## src/hw/rtl/fsrc_pkg.sv

```systemverilog
// Package for the flash save record controller: widths, phase and operation codes,
// flash command words, record magic and the byte checksum function.
// No dependencies; imported by flash_save_record_controller.
package fsrc_pkg;

  localparam int AddrW  = 23;
  localparam int WordW  = 16;
  localparam int PollW  = 20;
  localparam int StatW  = 3;
  localparam int HalfW  = 32;
  localparam int CountW = 4;
  localparam int RecN   = 8;

  typedef logic [AddrW-1:0] addr_t;
  typedef logic [WordW-1:0] word_t;
  typedef logic [PollW-1:0] poll_t;

  // Request types.
  localparam logic [1:0] REQ_STORE = 2'd0;
  localparam logic [1:0] REQ_LOAD  = 2'd1;
  localparam logic [1:0] REQ_RESP  = 2'd2;

  // Result kinds.
  localparam logic [1:0] OP_WRITE = 2'd0;
  localparam logic [1:0] OP_READ  = 2'd1;
  localparam logic [1:0] OP_DONE  = 2'd2;

  // Completion status.
  localparam logic [StatW-1:0] ST_OK       = 3'd0;
  localparam logic [StatW-1:0] ST_ERASE_TO = 3'd1;
  localparam logic [StatW-1:0] ST_PROG_TO  = 3'd2;
  localparam logic [StatW-1:0] ST_MAGIC    = 3'd3;
  localparam logic [StatW-1:0] ST_CHECKSUM = 3'd4;

  // Transaction phases.
  localparam logic [2:0] PH_IDLE  = 3'd0;
  localparam logic [2:0] PH_ERASE = 3'd1;
  localparam logic [2:0] PH_PROG  = 3'd2;
  localparam logic [2:0] PH_FLOAD = 3'd3;
  localparam logic [2:0] PH_SLOAD = 3'd4;

  // Write sequence kinds that precede the closing read or completion.
  localparam logic [1:0] SEQ_NONE  = 2'd0;
  localparam logic [1:0] SEQ_ERASE = 2'd1;
  localparam logic [1:0] SEQ_PROG  = 2'd2;
  localparam logic [1:0] SEQ_SRAM  = 2'd3;

  localparam logic [CountW-1:0] LEN_ERASE = 4'd10;
  localparam logic [CountW-1:0] LEN_PROG  = 4'd4;
  localparam logic [CountW-1:0] LEN_SRAM  = 4'd8;
  localparam logic [CountW-1:0] LEN_NONE  = 4'd0;

  // Configuration register indexes.
  localparam logic [1:0] CFG_BACKEND    = 2'd0;
  localparam logic [1:0] CFG_ERASE_LIM  = 2'd1;
  localparam logic [1:0] CFG_PROG_LIM   = 2'd2;
  localparam logic [1:0] CFG_SECTOR     = 2'd3;

  localparam poll_t RST_ERASE_LIM = 20'd1000000;
  localparam poll_t RST_PROG_LIM  = 20'd200000;
  localparam addr_t RST_SECTOR    = 23'h7FF000;

  // Flash command addresses and data.
  localparam addr_t CMD_ADDR_A   = 23'h000555;
  localparam addr_t CMD_ADDR_B   = 23'h0002AA;
  localparam addr_t LOCK_OFFSET  = 23'h000042;
  localparam word_t CMD_UNLOCK_A = 16'h00A9;
  localparam word_t CMD_UNLOCK_B = 16'h0056;
  localparam word_t CMD_ERASE    = 16'h0080;
  localparam word_t CMD_SECTOR   = 16'h0030;
  localparam word_t CMD_PROGRAM  = 16'h00A0;
  localparam word_t CMD_UNLOCKBK = 16'h0060;
  localparam word_t CMD_RESET    = 16'h00F0;
  localparam word_t ERASED_WORD  = 16'hFFFF;

  localparam word_t MAGIC_LOW  = 16'h4253;
  localparam word_t MAGIC_HIGH = 16'h3145;

  function automatic word_t byte_sum(input logic [HalfW-1:0] lo, input logic [HalfW-1:0] hi);
    logic [10:0] acc;
    acc = '0;
    for (int i = 0; i < 4; i++) begin
      acc = acc + {3'b000, lo[8*i +: 8]} + {3'b000, hi[8*i +: 8]};
    end
    return {5'b00000, acc};
  endfunction

endpackage

```

## src/hw/rtl/flash_save_record_controller.sv

```systemverilog
// Save record controller: flash erase/program/poll sequencer and SRAM byte port.
// Depends on fsrc_pkg for codes, command words and the checksum function.
//
//  Channel | Direction | Handshake              | Payload
//  cfg     | in        | cfg_valid / cfg_ready  | cfg_index, cfg_data
//  in      | in        | in_valid / in_ready    | req_type, store_low, store_high, read_value
//  out     | out       | out_valid / out_ready  | op_kind, word_index, word_value, status,
//          |           |                        | last, loaded_low, loaded_high
//
// An accepted item updates the transaction state in the same cycle and loads a plan
// register; the plan is then played out one result per cycle while out_ready is high, from the next cycle on.
// A store first writes an erase or SRAM sequence, a response at most a program one, a load none.
// A new item is taken in the cycle in which the final result of the previous one leaves.
// Reset is synchronous and leaves the block idle with the register defaults loaded.
module flash_save_record_controller (
  input  logic                        clk,
  input  logic                        rst,
  input  logic                        cfg_valid,
  output logic                        cfg_ready,
  input  logic [1:0]                  cfg_index,
  input  logic [fsrc_pkg::AddrW-1:0]  cfg_data,
  input  logic                        in_valid,
  output logic                        in_ready,
  input  logic [1:0]                  req_type,
  input  logic [fsrc_pkg::HalfW-1:0]  store_low,
  input  logic [fsrc_pkg::HalfW-1:0]  store_high,
  input  logic [fsrc_pkg::WordW-1:0]  read_value,
  output logic                        out_valid,
  input  logic                        out_ready,
  output logic [1:0]                  op_kind,
  output logic [fsrc_pkg::AddrW-1:0]  word_index,
  output logic [fsrc_pkg::WordW-1:0]  word_value,
  output logic [fsrc_pkg::StatW-1:0]  status,
  output logic                        last,
  output logic [fsrc_pkg::HalfW-1:0]  loaded_low,
  output logic [fsrc_pkg::HalfW-1:0]  loaded_high
);
  import fsrc_pkg::*;

  logic        backend_select;
  poll_t       erase_poll_limit;
  poll_t       program_poll_limit;
  addr_t       sector_word_index;

  logic [2:0]        phase, phase_next;
  logic [CountW-1:0] word_count, word_count_next;
  poll_t             polls_left, polls_left_next;
  word_t             expected_value, expected_value_next;
  word_t             record_words [RecN];

  logic              busy;
  logic [CountW-1:0] step;
  logic [1:0]        seq, seq_next;
  addr_t             p_addr, p_addr_next;
  word_t             p_value, p_value_next;
  logic [2*HalfW-1:0] p_data, p_data_next;
  logic              tail_read, tail_read_next;
  addr_t             tail_idx, tail_idx_next;
  logic [StatW-1:0]  tail_status, tail_status_next;
  logic [HalfW-1:0]  tail_lo, tail_lo_next;
  logic [HalfW-1:0]  tail_hi, tail_hi_next;

  logic              plan_valid;
  logic              rec_we_all, rec_we_one;
  word_t             rec_one_value;
  word_t             store_words [RecN];
  word_t             load_words  [RecN];
  word_t             store_sum, load_sum;
  logic [2:0]        prog_n;
  addr_t             prog_addr, poll_addr;
  word_t             prog_word;
  poll_t             polls_dec;
  logic [CountW-1:0] wc_inc;
  logic [CountW-1:0] seq_len;
  logic              in_fire, out_fire;

  assign cfg_ready = 1'b1;
  assign out_valid = busy;
  assign in_fire   = in_valid && in_ready;
  assign out_fire  = out_valid && out_ready;
  assign in_ready  = !busy || (out_ready && last);

  always_ff @(posedge clk) begin
    if (rst) begin
      backend_select     <= 1'b0;
      erase_poll_limit   <= RST_ERASE_LIM;
      program_poll_limit <= RST_PROG_LIM;
      sector_word_index  <= RST_SECTOR;
    end else if (cfg_valid && cfg_ready) begin
      case (cfg_index)
        CFG_BACKEND:   backend_select     <= cfg_data[0];
        CFG_ERASE_LIM: erase_poll_limit   <= cfg_data[PollW-1:0];
        CFG_PROG_LIM:  program_poll_limit <= cfg_data[PollW-1:0];
        CFG_SECTOR:    sector_word_index  <= cfg_data;
        default: ;
      endcase
    end
  end

  assign store_sum = byte_sum(store_low, store_high);
  assign store_words[0] = MAGIC_LOW;
  assign store_words[1] = MAGIC_HIGH;
  assign store_words[2] = store_low[15:0];
  assign store_words[3] = store_low[31:16];
  assign store_words[4] = store_high[15:0];
  assign store_words[5] = store_high[31:16];
  assign store_words[6] = store_sum;
  assign store_words[7] = ~store_sum;

  always_comb begin
    for (int i = 0; i < RecN - 1; i++) begin
      load_words[i] = record_words[i];
    end
    load_words[RecN-1] = read_value;
  end
  assign load_sum = byte_sum({load_words[3], load_words[2]}, {load_words[5], load_words[4]});

  assign prog_n    = (phase == PH_ERASE) ? 3'd0 : word_count[2:0] + 3'd1;
  assign prog_addr = sector_word_index + {20'd0, prog_n};
  assign prog_word = record_words[prog_n];
  assign poll_addr = (phase == PH_ERASE) ? sector_word_index
                                         : sector_word_index + {19'd0, word_count};
  assign polls_dec = polls_left - 20'd1;
  assign wc_inc    = word_count + 4'd1;

  always_comb begin
    phase_next          = phase;
    word_count_next     = word_count;
    polls_left_next     = polls_left;
    expected_value_next = expected_value;
    rec_we_all          = 1'b0;
    rec_we_one          = 1'b0;
    rec_one_value       = read_value;
    plan_valid          = 1'b0;
    seq_next            = SEQ_NONE;
    p_addr_next         = sector_word_index;
    p_value_next        = '0;
    p_data_next         = {store_high, store_low};
    tail_read_next      = 1'b1;
    tail_idx_next       = sector_word_index;
    tail_status_next    = ST_OK;
    tail_lo_next        = '0;
    tail_hi_next        = '0;
    case (req_type)
      REQ_STORE: begin
        if (phase == PH_IDLE) begin
          plan_valid = 1'b1;
          if (backend_select) begin
            seq_next       = SEQ_SRAM;
            tail_read_next = 1'b0;
          end else begin
            rec_we_all          = 1'b1;
            seq_next            = SEQ_ERASE;
            word_count_next     = '0;
            expected_value_next = ERASED_WORD;
            if (erase_poll_limit == '0) begin
              tail_read_next   = 1'b0;
              tail_status_next = ST_ERASE_TO;
            end else begin
              polls_left_next = erase_poll_limit;
              phase_next      = PH_ERASE;
            end
          end
        end
      end
      REQ_LOAD: begin
        if (phase == PH_IDLE) begin
          plan_valid      = 1'b1;
          word_count_next = '0;
          if (backend_select) begin
            phase_next    = PH_SLOAD;
            tail_idx_next = '0;
          end else begin
            phase_next = PH_FLOAD;
          end
        end
      end
      REQ_RESP: begin
        case (phase)
          PH_ERASE, PH_PROG: begin
            plan_valid = 1'b1;
            if (read_value == expected_value) begin
              if (phase == PH_PROG && word_count >= 4'd7) begin
                tail_read_next = 1'b0;
                phase_next     = PH_IDLE;
              end else begin
                word_count_next     = {1'b0, prog_n};
                seq_next            = SEQ_PROG;
                p_addr_next         = prog_addr;
                p_value_next        = prog_word;
                expected_value_next = prog_word;
                if (program_poll_limit == '0) begin
                  tail_read_next   = 1'b0;
                  tail_status_next = ST_PROG_TO;
                  phase_next       = PH_IDLE;
                end else begin
                  polls_left_next = program_poll_limit;
                  tail_idx_next   = prog_addr;
                  phase_next      = PH_PROG;
                end
              end
            end else begin
              polls_left_next = polls_dec;
              if (polls_dec == '0) begin
                tail_read_next   = 1'b0;
                tail_status_next = (phase == PH_ERASE) ? ST_ERASE_TO : ST_PROG_TO;
                phase_next       = PH_IDLE;
              end else begin
                tail_idx_next = poll_addr;
              end
            end
          end
          PH_FLOAD: begin
            plan_valid      = 1'b1;
            rec_we_one      = 1'b1;
            word_count_next = wc_inc;
            if (wc_inc == 4'd8) begin
              tail_read_next = 1'b0;
              phase_next     = PH_IDLE;
              if (load_words[0] != MAGIC_LOW || load_words[1] != MAGIC_HIGH) begin
                tail_status_next = ST_MAGIC;
              end else if (load_words[6] != load_sum || load_words[7] != ~load_sum) begin
                tail_status_next = ST_CHECKSUM;
              end else begin
                tail_lo_next = {load_words[3], load_words[2]};
                tail_hi_next = {load_words[5], load_words[4]};
              end
            end else begin
              tail_idx_next = sector_word_index + {19'd0, wc_inc};
            end
          end
          PH_SLOAD: begin
            plan_valid      = 1'b1;
            rec_we_one      = 1'b1;
            rec_one_value   = {8'd0, read_value[7:0]};
            word_count_next = wc_inc;
            if (wc_inc == 4'd8) begin
              tail_read_next = 1'b0;
              phase_next     = PH_IDLE;
              tail_lo_next   = {record_words[3][7:0], record_words[2][7:0],
                                record_words[1][7:0], record_words[0][7:0]};
              tail_hi_next   = {read_value[7:0], record_words[6][7:0],
                                record_words[5][7:0], record_words[4][7:0]};
            end else begin
              tail_idx_next = {19'd0, wc_inc};
            end
          end
          default: ;
        endcase
      end
      default: ;
    endcase
  end

  always_ff @(posedge clk) begin
    if (rst) begin
      phase          <= PH_IDLE;
      word_count     <= '0;
      polls_left     <= '0;
      expected_value <= '0;
    end else if (in_fire) begin
      phase          <= phase_next;
      word_count     <= word_count_next;
      polls_left     <= polls_left_next;
      expected_value <= expected_value_next;
    end
  end

  always_ff @(posedge clk) begin
    if (in_fire && rec_we_all) begin
      for (int i = 0; i < RecN; i++) begin
        record_words[i] <= store_words[i];
      end
    end else if (in_fire && rec_we_one) begin
      record_words[word_count[2:0]] <= rec_one_value;
    end
  end

  always_ff @(posedge clk) begin
    if (rst) begin
      busy <= 1'b0;
      step <= '0;
    end else if (in_fire && plan_valid) begin
      busy <= 1'b1;
      step <= '0;
    end else if (out_fire) begin
      if (last) begin
        busy <= 1'b0;
      end else begin
        step <= step + 4'd1;
      end
    end
  end

  always_ff @(posedge clk) begin
    if (in_fire && plan_valid) begin
      seq         <= seq_next;
      p_addr      <= p_addr_next;
      p_value     <= p_value_next;
      p_data      <= p_data_next;
      tail_read   <= tail_read_next;
      tail_idx    <= tail_idx_next;
      tail_status <= tail_status_next;
      tail_lo     <= tail_lo_next;
      tail_hi     <= tail_hi_next;
    end
  end

  always_comb begin
    case (seq)
      SEQ_ERASE: seq_len = LEN_ERASE;
      SEQ_PROG:  seq_len = LEN_PROG;
      SEQ_SRAM:  seq_len = LEN_SRAM;
      default:   seq_len = LEN_NONE;
    endcase
  end

  always_comb begin
    op_kind     = OP_WRITE;
    word_index  = '0;
    word_value  = '0;
    status      = ST_OK;
    loaded_low  = '0;
    loaded_high = '0;
    last        = 1'b0;
    if (step >= seq_len) begin
      last = 1'b1;
      if (tail_read) begin
        op_kind    = OP_READ;
        word_index = tail_idx;
      end else begin
        op_kind     = OP_DONE;
        status      = tail_status;
        loaded_low  = tail_lo;
        loaded_high = tail_hi;
      end
    end else begin
      case (seq)
        SEQ_ERASE: begin
          case (step)
            4'd0, 4'd1: begin
              word_index = p_addr;
              word_value = CMD_UNLOCKBK;
            end
            4'd2: begin
              word_index = p_addr + LOCK_OFFSET;
              word_value = CMD_UNLOCKBK;
            end
            4'd3: begin
              word_index = '0;
              word_value = CMD_RESET;
            end
            4'd4, 4'd7: begin
              word_index = CMD_ADDR_A;
              word_value = CMD_UNLOCK_A;
            end
            4'd5, 4'd8: begin
              word_index = CMD_ADDR_B;
              word_value = CMD_UNLOCK_B;
            end
            4'd6: begin
              word_index = CMD_ADDR_A;
              word_value = CMD_ERASE;
            end
            default: begin
              word_index = p_addr;
              word_value = CMD_SECTOR;
            end
          endcase
        end
        SEQ_PROG: begin
          case (step)
            4'd0: begin
              word_index = CMD_ADDR_A;
              word_value = CMD_UNLOCK_A;
            end
            4'd1: begin
              word_index = CMD_ADDR_B;
              word_value = CMD_UNLOCK_B;
            end
            4'd2: begin
              word_index = CMD_ADDR_A;
              word_value = CMD_PROGRAM;
            end
            default: begin
              word_index = p_addr;
              word_value = p_value;
            end
          endcase
        end
        default: begin
          word_index = {19'd0, step};
          word_value = {8'd0, p_data[{step[2:0], 3'b000} +: 8]};
        end
      endcase
    end
  end

endmodule
```

## config.mk

```make
export PLATFORM = sky130hd
export DESIGN_NAME = flash_save_record_controller
export DESIGN_NICKNAME = d
export VERILOG_FILES = /design/src/hw/rtl/fsrc_pkg.sv /design/src/hw/rtl/flash_save_record_controller.sv
export SDC_FILE = /design/constraint.sdc
export NUM_CORES = 1
export LEC_CHECK = 0
export ABC_AREA = 1
export BUFFER_PORTS_ARGS = -buffer_cell sky130_fd_sc_hd__buf_2
export CORE_MARGIN = 2
export CORE_UTILIZATION = 46
export CTS_BUF_LIST = sky130_fd_sc_hd__clkbuf_8
export CTS_CLUSTER_DIAMETER = 80
export CTS_CLUSTER_SIZE = 8
export DETAILED_ROUTE_END_ITERATION = 8
export HOLD_SLACK_MARGIN = 0.12
export PLACE_DENSITY = 0.75
export SYNTH_ARGS = -nofsm -noshare
export SYNTH_HDL_FRONTEND = slang
export SYNTH_SLANG_ARGS = --single-unit
```

## constraint.sdc

```tcl
create_clock -name clk -period 8.36 [get_ports clk]
set_clock_uncertainty 0.15 [all_clocks]
set_input_delay 0.836 -clock clk [delete_from_list [all_inputs] [get_ports clk]]
set_output_delay 0.836 -clock clk [all_outputs]
set_load 0.01 [all_outputs]
```

==> key figures <==
Logic synthesis
  – Mapped Cells: 3737
  – Simple-gate share of the synthesized area: 0.2279
  – Async SR Flop Fraction: 0
  – Post-synth top flop: edfxtp_1
  – Flops & latches, synth: 436
  – Mux contribution to synthesized area: 0
  – Post-synthesis adder-cell area fraction: 0.08925
  – Sequential fraction of the synthesis area: 0.4121
  – Average size of a mapped cell: 7.773 µm²
  – Synth Area in Compound Gates: 0.1638
  – Number of synthesized flops with an enable pin: 324
  – Synth Cell Area: 29050 µm²
  – Synth Area in XOR/XNOR: 0.02136
  – Yosys warns: 0
  – Syn_nets: 3998
  – Unique masters post-synth: 56
  – Largest family of logic cells by synthesized area: simple AND/OR/NAND/NOR gates

Layout
  – Fin util: 0.5053
  – Share of layout cells above drive strength 1: 0.09797
  – Area occupied by multi-input gates: 14620 µm²
  – Reg area: 11970 µm²
  – # nets final: 4106
  – Synthesis-to-layout area growth: 9.127%
  – Fill count: 6136
  – Commonest non-fill, non-tap cell in the layout: nand2_1
  – Most frequent cells in the layout: nand2_1, inv_1, o21ai_0, nor2_1, edfxtp_1

Floorplanning
  – DIE AREA: 65170 µm²
  – Initial Util: 0.4630
  – Site row count: 92
  – DIE HEIGHT: 255.3 µm
  – I/O Pins: 224
  – Core area: 62740 µm²
  – Chip Width: 255.3 µm

CTS
  – Worst-path clk slew: 0.07 ns
  – # hold bufs at CTS: 0
  – H-tree depth: 2
  – Post CTS Setup Buffer Count: 0
  – Longest Clk Path Bufs: 3
  – CTS tree: done
  – Clock root cell: clkbuf_8
  – Cts repair resizes: 0
  – Clock Latency Late Sink: 0.76 ns
  – CTS Sinks: 436
  – Number of buffers created by CTS: 61

Timing
  – Max Fclk: 159.4 MHz
  – Hold Fails Final Rpt: 0
  – RSZ-0062 raised after global routing: false
  – Final setup violation count: 0
  – Tcrit/Tclk final: 0.7505
  – Min Tclk post-route: 6.274 ns
  – Max_slew headroom: -0.01696
  – Fin Setup TNS: 0 ns
  – Pins Over Slew Limit: 3
  – Hold_ws: 0.1795 ns
  – Worst Tran Pin Value: 1.509 ns

Pwr
  – Sequential Power Share: 0.377
  – Internal power of the cells: 4.152 mW
  – Part of the power in combinational logic: 0.398
  – Lkg Pwr: 13.59 nW
  – Peak VDD IR: 0.3098 mV
  – Psw: 3.041 mW
  – Clk pwr share: 0.225
  – Switching share of power: 0.4228
  – Power Density: 226.9 nW/µm²

Route
  – Vias per inst: 5.914
  – Routed wire length: 109400 µm
  – TritonRoute pass-1 iters: 7
  – 1st-iter DRT viols: 3869
  – Antenna Violating Nets Remaining: 0
  – Drt drc: 0
  – Detailed-route via count: 28020
  – WL/cell: 23.10 µm

Place
  – # port buffers: 222
  – Detailed placement HPWL: 80160 µm
  – GPL Wtd Cong: 1.094

Run status
  – Status: complete, but fails checks
  – Failing checks: capacitance limit, slew limit

Worst hold path
  – Hold Crit Class: primary input to flip-flop

Global route
  – Initial antenna violation count: 12
  – Largest net degree at the start of global routing: 114
  – Congestion Overflow GR: 0
  – First-pass GRT wire length: 159800 µm
  – Total GRT Usage: 0.3314
  – Vias in the first global route: 25750

Worst setup path
  – Critical path class: flip-flop to flip-flop
  – WP data arrival: 6.72 ns
  – CP Max Fanout: 26
  – Critical path launch point type: flip-flop
  – Worst Path Required: 8.80 ns
  – Critical Path Sink Type: flip-flop

Run
  – Max Cap Viol: 1
-- through the flow --
stage	area [µm²]	instances	power [mW]	setup slack, ns
final	31700	4737	7.193	2.086
after global routing	31700	4737	7.542	1.762
after CTS	31690	4735	7.075	2.120
after detailed placement	30620	4628	5.492	2.157
after global placement	30620	4628	5.456	2.266
after floorplan	29050	3737	4.495	1.741
-- sequential cells by signal, summed over array words and instances (netlist names) --
register,count
seq,2
p_value,16
expected_value,16
erase_poll_limit,20
program_poll_limit,20
backend_select,1
tail_idx,23
polls_left,20
phase,3
tail_hi,32
p_data,64
word_count,4
record_words,128
tail_read,1
tail_lo,32
sector_word_index,23
p_addr,23
tail_status,3
out_valid,1
step,4
-- kinds of logic (layout without fill, tap and decap cells) --
logic type / Yosys count / count (layout)
adders and majority gates: 149 / 149
xor gates and xnor gates: 70 / 70
AOI/OAI and AO/OA: 868 / 868
and+or+nand+nor: 1576 / 1576
buffers and inverters: 637 / 789
other: 1 / 3
DFF: 436 / 436
-- layer usage --
layer  track usage  vias up  share of wire
li1              -    12770              -
met1        0.4050    13040           0.36
met2        0.5251     1777           0.45
met3       0.07831      419           0.11
met4        0.2174       16          0.076
met5             0        -        0.00092
-- critical path, cell delays in order, from the launching register on --
cell and delay (ns):
edfxtp_1 0.47, fa_1 0.53, inv_1 0.06, fa_1 0.49, fa_1 0.49, inv_1 0.05
fa_1 0.48, ha_1 0.20, inv_1 0.08, fa_1 0.60, o211a_1 0.16, nand3_1 0.06
nor2_1 0.16, nand3_1 0.09, nor2_1 0.10, nand4_1 0.14, nor2_2 0.99, buf_4 0.46
nand4_1 0.14, a21oi_1 0.19
-- final timing paths --
kind | startpoint | to | slack (ns) | cells after the start
setup / recovery | record_words[3][2] | tail_lo[7] | 2.09 | 19
hold / removal | store_high[27] | p_data[59] | 0.18 | 1
setup reg to reg | record_words[3][2] | tail_lo[7] | 2.09 | 19
hold reg to reg | program_poll_limit[14] | program_poll_limit[14] | 0.33 | 2
-- Yosys cell counts (4+ instances only) --
cell | number | area [µm²]
a32o_1 | 13 | 130.1
o221ai_1 | 16 | 140.1
o31ai_1 | 4 | 30.03
buf_2 | 34 | 170.2
o21bai_1 | 4 | 30.03
a311oi_1 | 4 | 35.03
dfxtp_1 | 112 | 2242
a22o_1 | 5 | 43.79
nor3_1 | 23 | 115.1
nand4_1 | 116 | 725.7
clkinv_1 | 7 | 26.28
nand2_2 | 4 | 25.02
a31oi_1 | 32 | 200.2
nand2_1 | 830 | 3115
a32oi_1 | 4 | 35.03
clkbuf_1 | 152 | 570.6
a211oi_1 | 8 | 60.06
nor4_1 | 11 | 68.82
inv_2 | 14 | 52.55
o21ai_0 | 431 | 2157
o21ai_1 | 13 | 65.06
o211ai_1 | 31 | 232.7
or2_2 | 5 | 31.28
inv_1 | 407 | 1528
nor2_2 | 8 | 50.05
xor2_1 | 53 | 464.2
fa_1 | 97 | 1942
buf_4 | 6 | 45.04
buf_1 | 13 | 48.80
o22ai_1 | 16 | 100.1
nor2_4 | 8 | 90.09
xnor2_1 | 16 | 140.1
ha_1 | 52 | 650.6
nor2_1 | 423 | 1588
nand3_1 | 134 | 670.6
edfxtp_1 | 324 | 9729
a21oi_1 | 267 | 1336
a22oi_1 | 9 | 67.56
-- power groups by stage --
stage / Combinational [mW] / Clock, mW / Sequential, mW
CTS: 2.76 / 1.61 / 2.71
global placement: 2.70 / 0 / 2.75
floorplan: 1.79 / 0 / 2.70
detailed placement: 2.74 / 0 / 2.75
finish: 2.86 / 1.62 / 2.71
global route: 3.12 / 1.69 / 2.73
-- cell type report --
class	instances	area share
multi-input combinational	2664	0.4613
sequential	436	0.3777
inverter	429	0.05108
timing repair buffer	253	0.04239
tap	846	0.03339
clock buffer	61	0.02649
clock inverter	46	0.007499
antenna	2	0.0001579
No activity file was read; power rests on OpenSTA's default activity.
